==> src/hw/rtl/cts_pkg.sv <==
package cts_pkg;

    localparam logic [3:0] OP_REGISTER   = 4'd0;
    localparam logic [3:0] OP_START      = 4'd1;
    localparam logic [3:0] OP_SELECT     = 4'd2;
    localparam logic [3:0] OP_COMPLETE   = 4'd3;
    localparam logic [3:0] OP_ENABLE     = 4'd4;
    localparam logic [3:0] OP_DISABLE    = 4'd5;
    localparam logic [3:0] OP_SUSPEND    = 4'd6;
    localparam logic [3:0] OP_RESUME     = 4'd7;
    localparam logic [3:0] OP_SET_HEALTH = 4'd8;

    localparam logic [2:0] RS_CREATED   = 3'd0;
    localparam logic [2:0] RS_READY     = 3'd1;
    localparam logic [2:0] RS_RUNNING   = 3'd2;
    localparam logic [2:0] RS_SUSPENDED = 3'd3;
    localparam logic [2:0] RS_ERROR     = 3'd4;

    localparam logic [1:0] HL_UNKNOWN  = 2'd0;
    localparam logic [1:0] HL_OK       = 2'd1;
    localparam logic [1:0] HL_WARNING  = 2'd2;
    localparam logic [1:0] HL_CRITICAL = 2'd3;

    localparam logic [2:0] RC_OK        = 3'd0;
    localparam logic [2:0] RC_NO_ACTION = 3'd1;
    localparam logic [2:0] RC_YIELD     = 3'd2;

    localparam logic CFG_WATCHDOG_ENABLE = 1'b0;
    localparam logic CFG_TIMING_ENABLE   = 1'b1;

    typedef struct packed {
        logic [3:0]  op;
        logic [3:0]  task_index;
        logic [2:0]  prio_level;
        logic [31:0] period_ticks;
        logic [31:0] declared_wcet_us;
        logic [31:0] now_tick;
        logic [31:0] exec_time_us;
        logic [2:0]  result_code;
        logic [1:0]  new_health;
    } t_in;

    typedef struct packed {
        logic       ok;
        logic [3:0] chosen_index;
        logic       feed_watchdog;
    } t_out;

    typedef struct packed {
        logic latch;
        logic simple;
        logic sel_init;
        logic sel_issue;
        logic sel_take;
        logic cmp_upd;
        logic feed_step;
    } t_cmd;

    typedef struct packed {
        logic [3:0] op;
        logic       ptr_end;
        logic       found;
    } t_stat;

endpackage

==> src/hw/rtl/cts_ram.sv <==
module cts_ram #(
    parameter int WIDTH = 32,
    parameter int DEPTH = 16
) (
    input  logic                                  i_clk,
    input  logic                                  i_we,
    input  logic [(DEPTH > 1 ? $clog2(DEPTH) : 1)-1:0] i_waddr,
    input  logic [WIDTH-1:0]                      i_wdata,
    input  logic [(DEPTH > 1 ? $clog2(DEPTH) : 1)-1:0] i_raddr,
    output logic [WIDTH-1:0]                      o_rdata
);
    logic [WIDTH-1:0] r_mem [DEPTH];
    logic [WIDTH-1:0] r_rdata;

    always_ff @(posedge i_clk) begin
        if (i_we) begin
            r_mem[i_waddr] <= i_wdata;
        end
        r_rdata <= r_mem[i_raddr];
    end

    assign o_rdata = r_rdata;
endmodule

==> src/hw/rtl/cts_ctrl.sv <==
module cts_ctrl (
    input  logic          i_clk,
    input  logic          i_rst_n,
    input  logic          i_start,
    input  cts_pkg::t_stat i_stat,
    output cts_pkg::t_cmd  o_cmd,
    output logic          o_busy
);
    typedef enum logic [6:0] {
        S_IDLE    = 7'b0000001,
        S_DISP    = 7'b0000010,
        S_SEL     = 7'b0000100,
        S_SEL_FIN = 7'b0001000,
        S_CMP     = 7'b0010000,
        S_FEED    = 7'b0100000,
        S_SPARE   = 7'b1000000
    } t_state;

    t_state r_state, n_state;

    always_ff @(posedge i_clk) begin
        if (!i_rst_n) begin
            r_state <= S_IDLE;
        end else begin
            r_state <= n_state;
        end
    end

    always_comb begin
        n_state = r_state;
        o_cmd   = '0;
        case (r_state)
            S_IDLE: begin
                if (i_start) begin
                    o_cmd.latch = 1'b1;
                    n_state     = S_DISP;
                end
            end
            S_DISP: begin
                case (i_stat.op)
                    cts_pkg::OP_SELECT: begin
                        o_cmd.sel_init = 1'b1;
                        n_state        = S_SEL;
                    end
                    cts_pkg::OP_COMPLETE: begin
                        n_state = S_CMP;
                    end
                    default: begin
                        o_cmd.simple = 1'b1;
                        n_state      = S_IDLE;
                    end
                endcase
            end
            S_SEL: begin
                o_cmd.sel_issue = 1'b1;
                if (i_stat.ptr_end) begin
                    n_state = S_SEL_FIN;
                end
            end
            S_SEL_FIN: begin
                o_cmd.sel_take = 1'b1;
                n_state = i_stat.found ? S_IDLE : S_FEED;
            end
            S_CMP: begin
                o_cmd.cmp_upd = 1'b1;
                n_state       = S_FEED;
            end
            S_FEED: begin
                o_cmd.feed_step = 1'b1;
                if (i_stat.ptr_end) begin
                    n_state = S_IDLE;
                end
            end
            default: begin
                n_state = S_IDLE;
            end
        endcase
    end

    assign o_busy = (r_state != S_IDLE);
endmodule

==> src/hw/rtl/cts_dp.sv <==
module cts_dp #(
    parameter int MAX_TASKS       = 16,
    parameter int PRIORITY_LEVELS = 4
) (
    input  logic          i_clk,
    input  logic          i_rst_n,
    input  logic          i_cfg_we,
    input  logic          i_cfg_idx,
    input  logic          i_cfg_data,
    input  cts_pkg::t_in  i_item,
    input  cts_pkg::t_cmd i_cmd,
    output cts_pkg::t_stat o_stat,
    output logic          o_done,
    output cts_pkg::t_out o_result
);
    localparam int CW = $clog2(MAX_TASKS + 1);
    localparam int IW = (MAX_TASKS > 1) ? $clog2(MAX_TASKS) : 1;

    logic          r_wd_en, r_tim_en;
    logic [CW-1:0] r_count;
    logic [CW-1:0] r_ptr;
    cts_pkg::t_in  r_item;
    logic [2:0]    r_prio   [MAX_TASKS];
    logic [2:0]    r_rs     [MAX_TASKS];
    logic [1:0]    r_health [MAX_TASKS];
    logic          r_en     [MAX_TASKS];
    logic          r_eval;
    logic [IW-1:0] r_dptr;
    logic [3:0]    r_best;
    logic [IW-1:0] r_pick;
    logic          r_found;
    logic          r_bad;
    logic          r_ok;
    logic          r_done;
    cts_pkg::t_out r_res;
    logic          n_done;
    cts_pkg::t_out n_res;

    logic [31:0]   period_rd, last_rd, wcet_rd, maxexec_rd;
    logic [IW-1:0] cnt_ix, idx_ix, ptr_ix;
    logic          ptr_end, valid, reg_do, due, cand;
    logic          cmp_run, newmax;
    logic [2:0]    cmp_rs;
    logic [1:0]    cmp_hl;
    logic          lr_we, mx_we;

    assign cnt_ix  = IW'(r_count);
    assign idx_ix  = IW'(r_item.task_index);
    assign ptr_ix  = IW'(r_ptr);
    assign ptr_end = (r_ptr >= r_count);
    assign valid   = (32'(r_item.task_index) < 32'(r_count));
    assign reg_do  = i_cmd.simple && (r_item.op == cts_pkg::OP_REGISTER)
                     && (32'(r_item.prio_level) < PRIORITY_LEVELS)
                     && (32'(r_count) < MAX_TASKS);

    assign due  = (period_rd == 32'd0) || ((r_item.now_tick - last_rd) >= period_rd);
    assign cand = r_eval && r_en[r_dptr] && (r_rs[r_dptr] == cts_pkg::RS_READY) && due
                  && ({1'b0, r_prio[r_dptr]} < r_best);

    assign cmp_run = i_cmd.cmp_upd && valid && (r_rs[idx_ix] == cts_pkg::RS_RUNNING);
    assign newmax  = r_tim_en && (r_item.exec_time_us > maxexec_rd);

    always_comb begin
        cmp_hl = r_health[idx_ix];
        if (newmax && (r_item.exec_time_us > wcet_rd)) begin
            cmp_hl = cts_pkg::HL_WARNING;
        end
        case (r_item.result_code)
            cts_pkg::RC_OK, cts_pkg::RC_NO_ACTION: begin
                cmp_rs = cts_pkg::RS_READY;
                if (cmp_hl == cts_pkg::HL_UNKNOWN) begin
                    cmp_hl = cts_pkg::HL_OK;
                end
            end
            cts_pkg::RC_YIELD: begin
                cmp_rs = cts_pkg::RS_READY;
            end
            default: begin
                cmp_rs = cts_pkg::RS_ERROR;
                cmp_hl = cts_pkg::HL_CRITICAL;
            end
        endcase
    end

    assign lr_we = reg_do || cmp_run;
    assign mx_we = reg_do || (cmp_run && newmax);

    cts_ram #(.WIDTH(32), .DEPTH(MAX_TASKS)) u_period (
        .i_clk(i_clk), .i_we(reg_do), .i_waddr(cnt_ix), .i_wdata(r_item.period_ticks),
        .i_raddr(ptr_ix), .o_rdata(period_rd)
    );
    cts_ram #(.WIDTH(32), .DEPTH(MAX_TASKS)) u_last (
        .i_clk(i_clk), .i_we(lr_we), .i_waddr(reg_do ? cnt_ix : idx_ix),
        .i_wdata(reg_do ? 32'd0 : r_item.now_tick),
        .i_raddr(ptr_ix), .o_rdata(last_rd)
    );
    cts_ram #(.WIDTH(32), .DEPTH(MAX_TASKS)) u_wcet (
        .i_clk(i_clk), .i_we(reg_do), .i_waddr(cnt_ix),
        .i_wdata(r_item.declared_wcet_us),
        .i_raddr(idx_ix), .o_rdata(wcet_rd)
    );
    cts_ram #(.WIDTH(32), .DEPTH(MAX_TASKS)) u_maxexec (
        .i_clk(i_clk), .i_we(mx_we), .i_waddr(reg_do ? cnt_ix : idx_ix),
        .i_wdata(reg_do ? 32'd0 : r_item.exec_time_us),
        .i_raddr(idx_ix), .o_rdata(maxexec_rd)
    );

    always_ff @(posedge i_clk) begin
        if (!i_rst_n) begin
            r_wd_en  <= 1'b0;
            r_tim_en <= 1'b0;
            r_count  <= '0;
            r_done   <= 1'b0;
            r_eval   <= 1'b0;
        end else begin
            if (i_cfg_we) begin
                if (i_cfg_idx == cts_pkg::CFG_WATCHDOG_ENABLE) begin
                    r_wd_en <= i_cfg_data;
                end else begin
                    r_tim_en <= i_cfg_data;
                end
            end
            if (reg_do) begin
                r_count <= r_count + 1'b1;
            end
            r_done <= n_done;
            r_eval <= i_cmd.sel_issue && !ptr_end;
        end
    end

    always_ff @(posedge i_clk) begin
        if (i_cmd.latch) begin
            r_item <= i_item;
        end
        r_res  <= n_res;
        r_dptr <= ptr_ix;

        if (i_cmd.sel_init || i_cmd.cmp_upd || i_cmd.sel_take) begin
            r_ptr <= '0;
            r_bad <= 1'b0;
        end else if ((i_cmd.sel_issue || i_cmd.feed_step) && !ptr_end) begin
            r_ptr <= r_ptr + 1'b1;
            if (i_cmd.feed_step && r_en[ptr_ix]
                && (r_health[ptr_ix] == cts_pkg::HL_UNKNOWN
                    || r_health[ptr_ix] == cts_pkg::HL_CRITICAL)) begin
                r_bad <= 1'b1;
            end
        end

        if (i_cmd.sel_init) begin
            r_best  <= 4'(PRIORITY_LEVELS);
            r_pick  <= '0;
            r_found <= 1'b0;
        end else if (cand) begin
            r_best  <= {1'b0, r_prio[r_dptr]};
            r_pick  <= r_dptr;
            r_found <= 1'b1;
        end

        if (i_cmd.sel_take) begin
            r_ok <= 1'b0;
        end else if (i_cmd.cmp_upd) begin
            r_ok <= cmp_run;
        end

        for (int i = 0; i < MAX_TASKS; i++) begin
            if (i_cmd.simple && (r_item.op == cts_pkg::OP_START)
                && (32'(i) < 32'(r_count))) begin
                r_rs[i] <= cts_pkg::RS_READY;
                r_en[i] <= 1'b1;
            end
        end
        if (reg_do) begin
            r_prio[cnt_ix]   <= r_item.prio_level;
            r_rs[cnt_ix]     <= cts_pkg::RS_CREATED;
            r_health[cnt_ix] <= cts_pkg::HL_UNKNOWN;
            r_en[cnt_ix]     <= 1'b0;
        end
        if (i_cmd.simple && valid) begin
            case (r_item.op)
                cts_pkg::OP_ENABLE:     r_en[idx_ix]     <= 1'b1;
                cts_pkg::OP_DISABLE:    r_en[idx_ix]     <= 1'b0;
                cts_pkg::OP_SUSPEND:    r_rs[idx_ix]     <= cts_pkg::RS_SUSPENDED;
                cts_pkg::OP_RESUME:     r_rs[idx_ix]     <= cts_pkg::RS_READY;
                cts_pkg::OP_SET_HEALTH: r_health[idx_ix] <= r_item.new_health;
                default: ;
            endcase
        end
        if (i_cmd.sel_take && r_found) begin
            r_rs[r_pick] <= cts_pkg::RS_RUNNING;
        end
        if (cmp_run) begin
            r_rs[idx_ix]     <= cmp_rs;
            r_health[idx_ix] <= cmp_hl;
        end
    end

    always_comb begin
        n_res  = '0;
        n_done = 1'b0;
        if (i_cmd.simple) begin
            n_done = 1'b1;
            case (r_item.op)
                cts_pkg::OP_REGISTER: begin
                    n_res.ok = reg_do;
                    if (reg_do) begin
                        n_res.chosen_index = 4'(r_count);
                    end
                end
                cts_pkg::OP_START: n_res.ok = 1'b1;
                cts_pkg::OP_ENABLE, cts_pkg::OP_DISABLE, cts_pkg::OP_SUSPEND,
                cts_pkg::OP_RESUME, cts_pkg::OP_SET_HEALTH: n_res.ok = valid;
                default: ;
            endcase
        end else if (i_cmd.sel_take && r_found) begin
            n_done             = 1'b1;
            n_res.ok           = 1'b1;
            n_res.chosen_index = 4'(r_pick);
        end else if (i_cmd.feed_step && ptr_end) begin
            n_done              = 1'b1;
            n_res.ok            = r_ok;
            n_res.feed_watchdog = r_wd_en && !r_bad;
        end
    end

    assign o_stat.op      = r_item.op;
    assign o_stat.ptr_end = ptr_end;
    assign o_stat.found   = r_found;
    assign o_done         = r_done;
    assign o_result       = r_res;
endmodule

==> src/hw/rtl/cooperative_task_scheduler.sv <==
// channel   | handshake                 | payload
// ----------+---------------------------+-----------------------------
// command   | i_start, o_busy           | i_item (cts_pkg::t_in)
// result    | o_done (one-cycle strobe) | o_result (cts_pkg::t_out)
// config    | i_cfg_we                  | i_cfg_idx, i_cfg_data
//
// a transaction is taken when i_start is high and o_busy low; one result per transaction
// simple ops: dispatched and answered directly; select: a scan of all registered slots,
// then a health scan when nothing is due; complete: a task update, then a health scan
// the slot scans read one table entry per cycle through the ram read port
// synchronous active-low reset clears task count and config; no clearing pass needed
// results cannot be stalled by the receiver
module cooperative_task_scheduler #(
    parameter int MAX_TASKS       = 16,
    parameter int PRIORITY_LEVELS = 4
) (
    input  logic          i_clk,
    input  logic          i_rst_n,
    input  logic          i_start,
    input  cts_pkg::t_in  i_item,
    output logic          o_busy,
    output logic          o_done,
    output cts_pkg::t_out o_result,
    input  logic          i_cfg_we,
    input  logic          i_cfg_idx,
    input  logic          i_cfg_data
);
    cts_pkg::t_cmd  cmd;
    cts_pkg::t_stat stat;
    logic           busy;

    cts_ctrl u_ctrl (
        .i_clk(i_clk), .i_rst_n(i_rst_n), .i_start(i_start),
        .i_stat(stat), .o_cmd(cmd), .o_busy(busy)
    );

    cts_dp #(.MAX_TASKS(MAX_TASKS), .PRIORITY_LEVELS(PRIORITY_LEVELS)) u_dp (
        .i_clk(i_clk), .i_rst_n(i_rst_n),
        .i_cfg_we(i_cfg_we), .i_cfg_idx(i_cfg_idx), .i_cfg_data(i_cfg_data),
        .i_item(i_item), .i_cmd(cmd), .o_stat(stat),
        .o_done(o_done), .o_result(o_result)
    );

    assign o_busy = busy;
endmodule

==> config.mk <==
export PLATFORM = sky130hd
export DESIGN_NAME = cooperative_task_scheduler
export DESIGN_NICKNAME = d
export VERILOG_FILES = /design/src/hw/rtl/cts_pkg.sv /design/src/hw/rtl/cts_ram.sv /design/src/hw/rtl/cts_ctrl.sv /design/src/hw/rtl/cts_dp.sv /design/src/hw/rtl/cooperative_task_scheduler.sv
export SDC_FILE = /design/constraint.sdc
export NUM_CORES = 2
export LEC_CHECK = 0
export BUFFER_PORTS_ARGS = -buffer_cell sky130_fd_sc_hd__buf_2
export CORE_MARGIN = 5
export CORE_UTILIZATION = 45
export CTS_BUF_LIST = sky130_fd_sc_hd__clkbuf_8
export DETAILED_ROUTE_END_ITERATION = 8
export PLACE_DENSITY_LB_ADDON = 0.12
export RECOVER_POWER = 50
export SLEW_MARGIN = 20
export SYNTH_ARGS = -nofsm -noshare
export SYNTH_HDL_FRONTEND = slang
export SYNTH_SLANG_ARGS = --single-unit
==> constraint.sdc <==
create_clock -name i_clk -period 8.25 [get_ports i_clk]
set_input_delay 0.4125 -clock i_clk [delete_from_list [all_inputs] [get_ports i_clk]]
set_output_delay 0.4125 -clock i_clk [all_outputs]
set_load 0.05 [all_outputs]
# --- Word level (Yosys, flattened, before mapping) ---
# Memory sizes are Yosys's and may differ from the RTL's. A register that Yosys moved wholly into a read port is not among the register bits.
# Cells that the tools add are included.
word_totals:
  register_bits: 185
  ram_bits: 2192
  in_bits: 150
  output_inout_bits: 8
  elab_cells: 272
  mem_count: 8
op_classes:
  addsub: 3
  order_cmp: 24
  eq_ne: 23
  muxes: 117
  bitwise_logic: 6
  reduce_logical: 66
memory_table:
  columns: ["name", "words", "word_bits", "rd", "rd_ports_with_merged_regs", "wr", "line", "rtl"]
  rows:
  - ["u_dp.u_last.r_mem", 16, 32, 1, 1, 1, "cts_ram.sv:12", "logic [WIDTH-1:0] r_mem [DEPTH];"]
  - ["u_dp.u_maxexec.r_mem", 16, 32, 1, 1, 1, "cts_ram.sv:12", null]
  - ["u_dp.u_period.r_mem", 16, 32, 1, 1, 1, "cts_ram.sv:12", null]
  - ["u_dp.u_wcet.r_mem", 16, 32, 1, 1, 1, "cts_ram.sv:12", null]
  - ["u_dp.r_prio", 16, 3, 1, 1, 1, "cts_dp.sv:23", "logic [2:0] r_prio [MAX_TASKS];"]
  - ["u_dp.r_rs", 16, 3, 2, 2, 16, "cts_dp.sv:24", "logic [2:0] r_rs [MAX_TASKS];"]
  - ["+2 memories", null, null, null, null, null, null, null]
ops:
  columns: ["op", "count"]
  rows:
  - ["2-to-1 mux 1 bit", 79]
  - ["greater-than comparator 32 bit", 2]
  - ["2-to-1 mux 32 bit", 2]
  - ["2-to-1 mux 4 bit", 16]
  - ["one-hot mux 7 bit (6 select lines)", 1]
  - ["less-than comparator 4 x 5 -> 1 bit, first input constant", 8]
  - ["logical AND 1 bit", 37]
  - [">= comparator 32 bit", 1]
  - ["zero test 32 bit", 1]
  - ["subtractor 32 bit", 1]
  - ["2-to-1 mux 7 bit", 3]
  - ["less-than comparator 3 x 5 -> 1 bit, first input constant", 4]
  - ["2-to-1 mux 3 bit", 6]
  - ["== test 4 x 3 -> 1 bit, second input constant", 4]
  - ["OR reduction 3 bit", 5]
  - ["adder 5 x 1 -> 5 bit, second input constant", 2]
  - ["less-than comparator 1 x 5 -> 1 bit, first input constant", 2]
  - ["less-than comparator 2 x 5 -> 1 bit, first input constant", 2]
  - ["2-to-1 mux 2 bit", 5]
  - ["one-hot mux 5 bit (2 select lines)", 1]
  - ["== test 4 x 2 -> 1 bit, second input constant", 2]
  - ["== test 7 x 1 -> 1 bit, second input constant", 1]
  - ["== test 7 x 2 -> 1 bit, second input constant", 1]
  - ["== test 7 x 3 -> 1 bit, second input constant", 1]
  - ["other kinds (32)", 52]

# --- Longest topological paths before layout ---
depth:
  ltp_word: 13
  ltp_mapped: 23
  mapped_depth_nobuf: 23

# --- By module ---
# A second synthesis with hierarchy kept.
hier_totals:
  hier_cells: 5120
  area_unflattened_um2: 98002.7
modules_own_cells:
  columns: ["module", "n_inst", "cells_each", "area_each_um2", "seq_area_each_um2"]
  rows:
  - ["cts_ram", 4, 838, 19854.0, 16015.4]
  - ["cts_dp", 1, 1719, 18167.4, 8848.5]
  - ["cts_ctrl", 1, 49, 419.2, 120.1]

# --- Least setup slack after synthesis ---
# No wires, ideal clock.
synth_path:
  path_kind: "register to register"
  startpoint: "register u_dp.r_count[1]"
  endpoint: "memory u_dp.u_maxexec.r_mem[10][0], enable pin"
  setup_ps: 474
  arrival_time_ps: 5510
  required_time_ps: 7776
  setup_slack_ps: 2265
  stages_incl_launch_ff: 12
  path_buffers: 1
  synth_period_minus_slack_ps: 5985
  path_cell_list: "dfxtp_1 -> clkbuf_1 -> clkinv_1 -> ha_1 -> a21o_1 -> a21o_1 -> a21oi_4 -> nor2_1 -> or4_4 -> or2_4 -> or3_4 -> a221oi_1"
synth_between:
  elab_chain_cells: 7
synth_lines:
  columns: ["element", "line", "rtl"]
  rows:
  - ["from (decl)", "cts_dp.sv:20", "logic [CW-1:0] r_count;"]
  - ["from (signal assigned)", "cts_dp.sv:124", "r_count <= r_count + 1'b1;"]
  - ["less-than comparator 4 x 5 -> 1 bit", "cts_dp.sv:51", "assign valid = (32'(r_item.task_index) < 32'(r_count));"]
  - ["logical AND 1 bit (2 in series)", "cts_dp.sv:60", "assign cmp_run = i_cmd.cmp_upd && valid && (r_rs[idx_ix] == cts_pkg::RS_RUNNING);"]
  - ["logical AND 1 bit", "cts_dp.sv:86", "assign mx_we = reg_do || (cmp_run && newmax);"]
  - ["logical OR 1 bit", "cts_dp.sv:86", null]
  - ["2-to-1 mux 1 bit", "cts_ram.sv:16", "if (i_we) begin"]
  - ["2-to-1 mux 1 bit (not written as such)", "cts_ram.sv:17", "r_mem[i_waddr] <= i_wdata;"]
  - ["to (decl)", "cts_ram.sv:12", null]
# Parallel ways exist; a longest one is shown, timed or not.

# --- Worst setup path after layout ---
layout_path:
  startpoint: "register u_ctrl.r_state[2]"
  endpoint: "memory u_dp.u_maxexec.r_mem[9][4], enable pin"
layout_between:
  elab_chain_cells: 8
layout_lines:
  columns: ["element", "line", "rtl"]
  rows:
  - ["from (decl)", "cts_ctrl.sv:19", "t_state r_state, n_state;"]
  - ["from (signal assigned)", "cts_ctrl.sv:25", "r_state <= n_state;"]
  - ["== test 7 x 2 -> 1 bit / == test 7 x 5 -> 1 bit (equally long branches)", "cts_ctrl.sv:32", "case (r_state)"]
  - ["2-to-1 mux 2 bit / 2-to-1 mux 1 bit (equally long branches)", "cts_ctrl.sv:32", null]
  - ["logical AND 1 bit (on tied branches)", "cts_dp.sv:52, cts_dp.sv:60", null]
  - ["logical AND 1 bit (on tied branches)", "cts_dp.sv:53, cts_dp.sv:60", null]
  - ["logical AND 1 bit (on tied branches)", "cts_dp.sv:54, cts_dp.sv:86", null]
  - ["logical OR 1 bit", "cts_dp.sv:86", null]
  - ["2-to-1 mux 1 bit", "cts_ram.sv:16", null]
  - ["2-to-1 mux 1 bit (not written as such)", "cts_ram.sv:17", null]
# Parallel ways exist; a longest one is shown, timed or not.

==> flow_summary.ini <==
[outcome]
status = complete, but fails checks
violations = max-capacitance violations, max-slew violations

[grt]
grt_pass1_wl_um = 355900
antenna_found_initial = 15
grt_overflow = 0
grt_pass1_vias = 50120
grt_max_degree = 149
grt_use_total_pct = 21.79

[worst_setup_path]
r2r-end = u_dp.u_maxexec.r_mem[9][4]
cp.required_ns = 8.91
ff2ff_path_depth = 9
end_kind = flip-flop
r2r_setup_slack_ns = 0.97
critical_path.reg2reg.startpoint = u_ctrl.r_state[2]
crit_type = reg2reg
start_kind = flip-flop
worstPathArrival_ns = 7.94
cp_max_fo = 42

[floorplanning]
core-area_um2 = 215000
ios = 158
start_util_pct = 45.31
rows = 170
dieHeight_um = 475.3
die_x_um = 475.3
dieArea_um2 = 225900

[final_layout]
nets = 5620
area_growth_pct = 14.75
n_fill_cell = 17070
layout-drive-gt1-share_pct = 24.73

[placed_design]
place.gp.congestion = 0.8545
dp_hpwl_um = 132300
numPortBuffers = 157

[synthesis]
seq_area_frac_synth_pct = 75.44
synth_top_area_share_pct = 71.50
syn-mean-instance-area_um2 = 21.05
synth_cells = 4629
synth_area_leaders = edfxtp_1 (72%), mux4_2 (16%), dfxtp_1 (3.9%), ha_1 (1.8%), nor2_1 (0.62%)
synth_edf_count = 2320
synth_commonest_cells = edfxtp_1 (2320), mux4_2 (677), dfxtp_1 (192)
yosysTopAreaCell = edfxtp_1
synth.ff_latch_count = 2512
synth_area_um2 = 97440
async_flop_share_pct = 0
synth_fp_nets = 4922
synthDistinctLibCells = 82
yosysWarnings = 0
post-synth-top-count-cell = edfxtp_1
synthFlopType = edfxtp_1

[timing]
max_slew_margin_pct = -216.3
hold_viol_final = 0
finalCritPeriodShare_pct = 88.23
slew_viol_final = 615
fin_crit_ns = 7.279
clock.fmax_mhz = 137.4
setup_viol = 0
clock_skew_ns = 0.1140
timing.hold.ws_ns = 0.1004
rsz0062_at_grt = false
finalSetupTns_ns = 0
tightest_slew_ns = 4.744

[power]
vdd_ir_drop_max_v = 0.0001956
power_density_nw_per_um2 = 227.3
p_leak_nw = 36.52

[drt]
vias = 48640
drt-pass1-iter-count = 6
wl_um = 245800
drtIter0Drc = 4880
final_antenna_net_count = 0
vias_per_cell = 5.721
drc = 0
wire_per_inst_um = 28.91

[hold_path]
holdCritPathClass = in2reg
min_from = i_item[143]
min_path_cells = 2
hold_end = u_dp.o_stat[5]

[clocking]
cts_tree = done
clk_latency_ns = 1.09
cts_made_buffers = 420
cts_buffer_depth = 4
clock-sinks = 2512
htree_levels = 5
root_buffer = clkbuf_8
cts-resized-gates = 0
clk_pin_slew_ns = 0.06

[flow_run]
drv_cap = 18
==> power breakdown <==
part           switching [mW]  internal (mW)  total [mW]  leakage [nW]
sequential              0.197           14.1        14.3          22.5
clock                    4.84           5.17        10.0          4.51
combinational           0.610          0.490        1.10          9.51
==> registers in the layout, indices dropped and copies added, names as in the netlist, 5 cells and up, named ones only <==
register and cells:
u_dp.r_en 16, u_dp.r_ptr 5, u_dp.o_result 6, u_dp.r_item 136
u_dp.u_period.r_mem 512, u_ctrl.r_state 6, u_dp.r_health 32, u_dp.u_wcet.o_rdata 32
u_dp.u_last.o_rdata 32, u_dp.r_rs 48, u_dp.u_last.r_mem 512, u_dp.r_count 5
u_dp.u_period.o_rdata 32, u_dp.u_wcet.r_mem 512, u_dp.u_maxexec.o_rdata 32, u_dp.u_maxexec.r_mem 512
u_dp.r_prio 48
==> metrics by stage <==
step	setup slack (ns)	power (mW)	area (µm²)	std cells	util, %
floorplan	2.265	15.15	97440	4629	-
global placement	1.814	15.57	102200	7523	47.55
detailed placement	1.585	15.59	102200	7523	47.55
CTS	1.561	25.69	112000	8491	52.10
global route	0.5395	26.43	111800	8501	51.99
finish	0.9708	25.41	111800	8502	52.00
==> cell usage in the layout, fill, tap and decap left out, drive strengths merged, types with 42 or more instances in the layout <==
cell            n
edfxtp       2320
ha            142
nand2          96
buf           154
o21ai          64
and2           65
dlygate4sd3   219
inv           331
a21oi          86
nor2          161
clkinv        109
mux4          678
clkbuf        560
a21o           42
dfxtp         192
==> cell type report <==
class / instances / area, µm² / area share, %
clock buffers: 455 / 6262 / 5.601
repair buffers: 478 / 3672 / 3.284
inverters: 160 / 600.6 / 0.5371
multi-input cells: 1755 / 22860 / 20.45
well taps: 2838 / 3551 / 3.176
clock inverters: 294 / 1326 / 1.186
flip-flops and latches: 2512 / 73510 / 65.75
diodes: 10 / 25.02 / 0.02238
==> worst max path at each step <==
| stage | startpoint | to | slack (ns) | cells after the start |
|---|---|---|---|---|
| floorplan | u_dp.r_count[1] | u_dp.u_maxexec.r_mem[10][0] | 2.27 | 11 |
| CTS | u_dp.r_item[38] | u_dp.r_best[2] | 1.56 | 17 |
| global route | u_ctrl.r_state[2] | u_dp.u_maxexec.r_mem[9][4] | 0.54 | 9 |
| global placement | u_dp.r_item[38] | u_dp.r_best[0] | 1.81 | 17 |
| detailed placement | u_dp.r_item[38] | u_dp.r_best[2] | 1.59 | 17 |
| finish | u_ctrl.r_state[2] | u_dp.u_maxexec.r_mem[9][4] | 0.97 | 9 |
==> worst max-delay path: stages (launching register included) <==
cell and delay, ns:
dfxtp_1 0.38, or4_1 0.57, nor3_1 0.17, clkbuf_1 0.41, nand3_1 1.81, clkbuf_1 1.42, nor2_1 0.66, a21oi_2 0.29
a221oi_4 0.41, buf_4 0.69
==> timing repair <==
| action | in CTS | in global routing |
|---|---|---|
| hold buffers | 219 | 0 |
| hold endpoints to repair | 163 | 0 |
| buffers inserted | 0 | 0 |
==> logic make-up after synthesis <==
family / Yosys count / share of synthesized area, %
buf+inv: 362 / 1.425
fa+ha+maj: 143 / 1.844
compound gates: 338 / 2.264
mux: 690 / 15.80
xor+xnor: 38 / 0.3416
simple gates: 546 / 2.882
flops: 2512 / 75.44
==> per-layer routing <==
layer	vias up	GRT usage (%)	part of all wire [%]
met5	-	0	0.011
met4	4	5.026	1.8
met3	370	3.415	5.7
met2	1573	34.40	48
met1	26080	32.38	45
li1	20610	-	-
(Power assumes the default switching activity.)
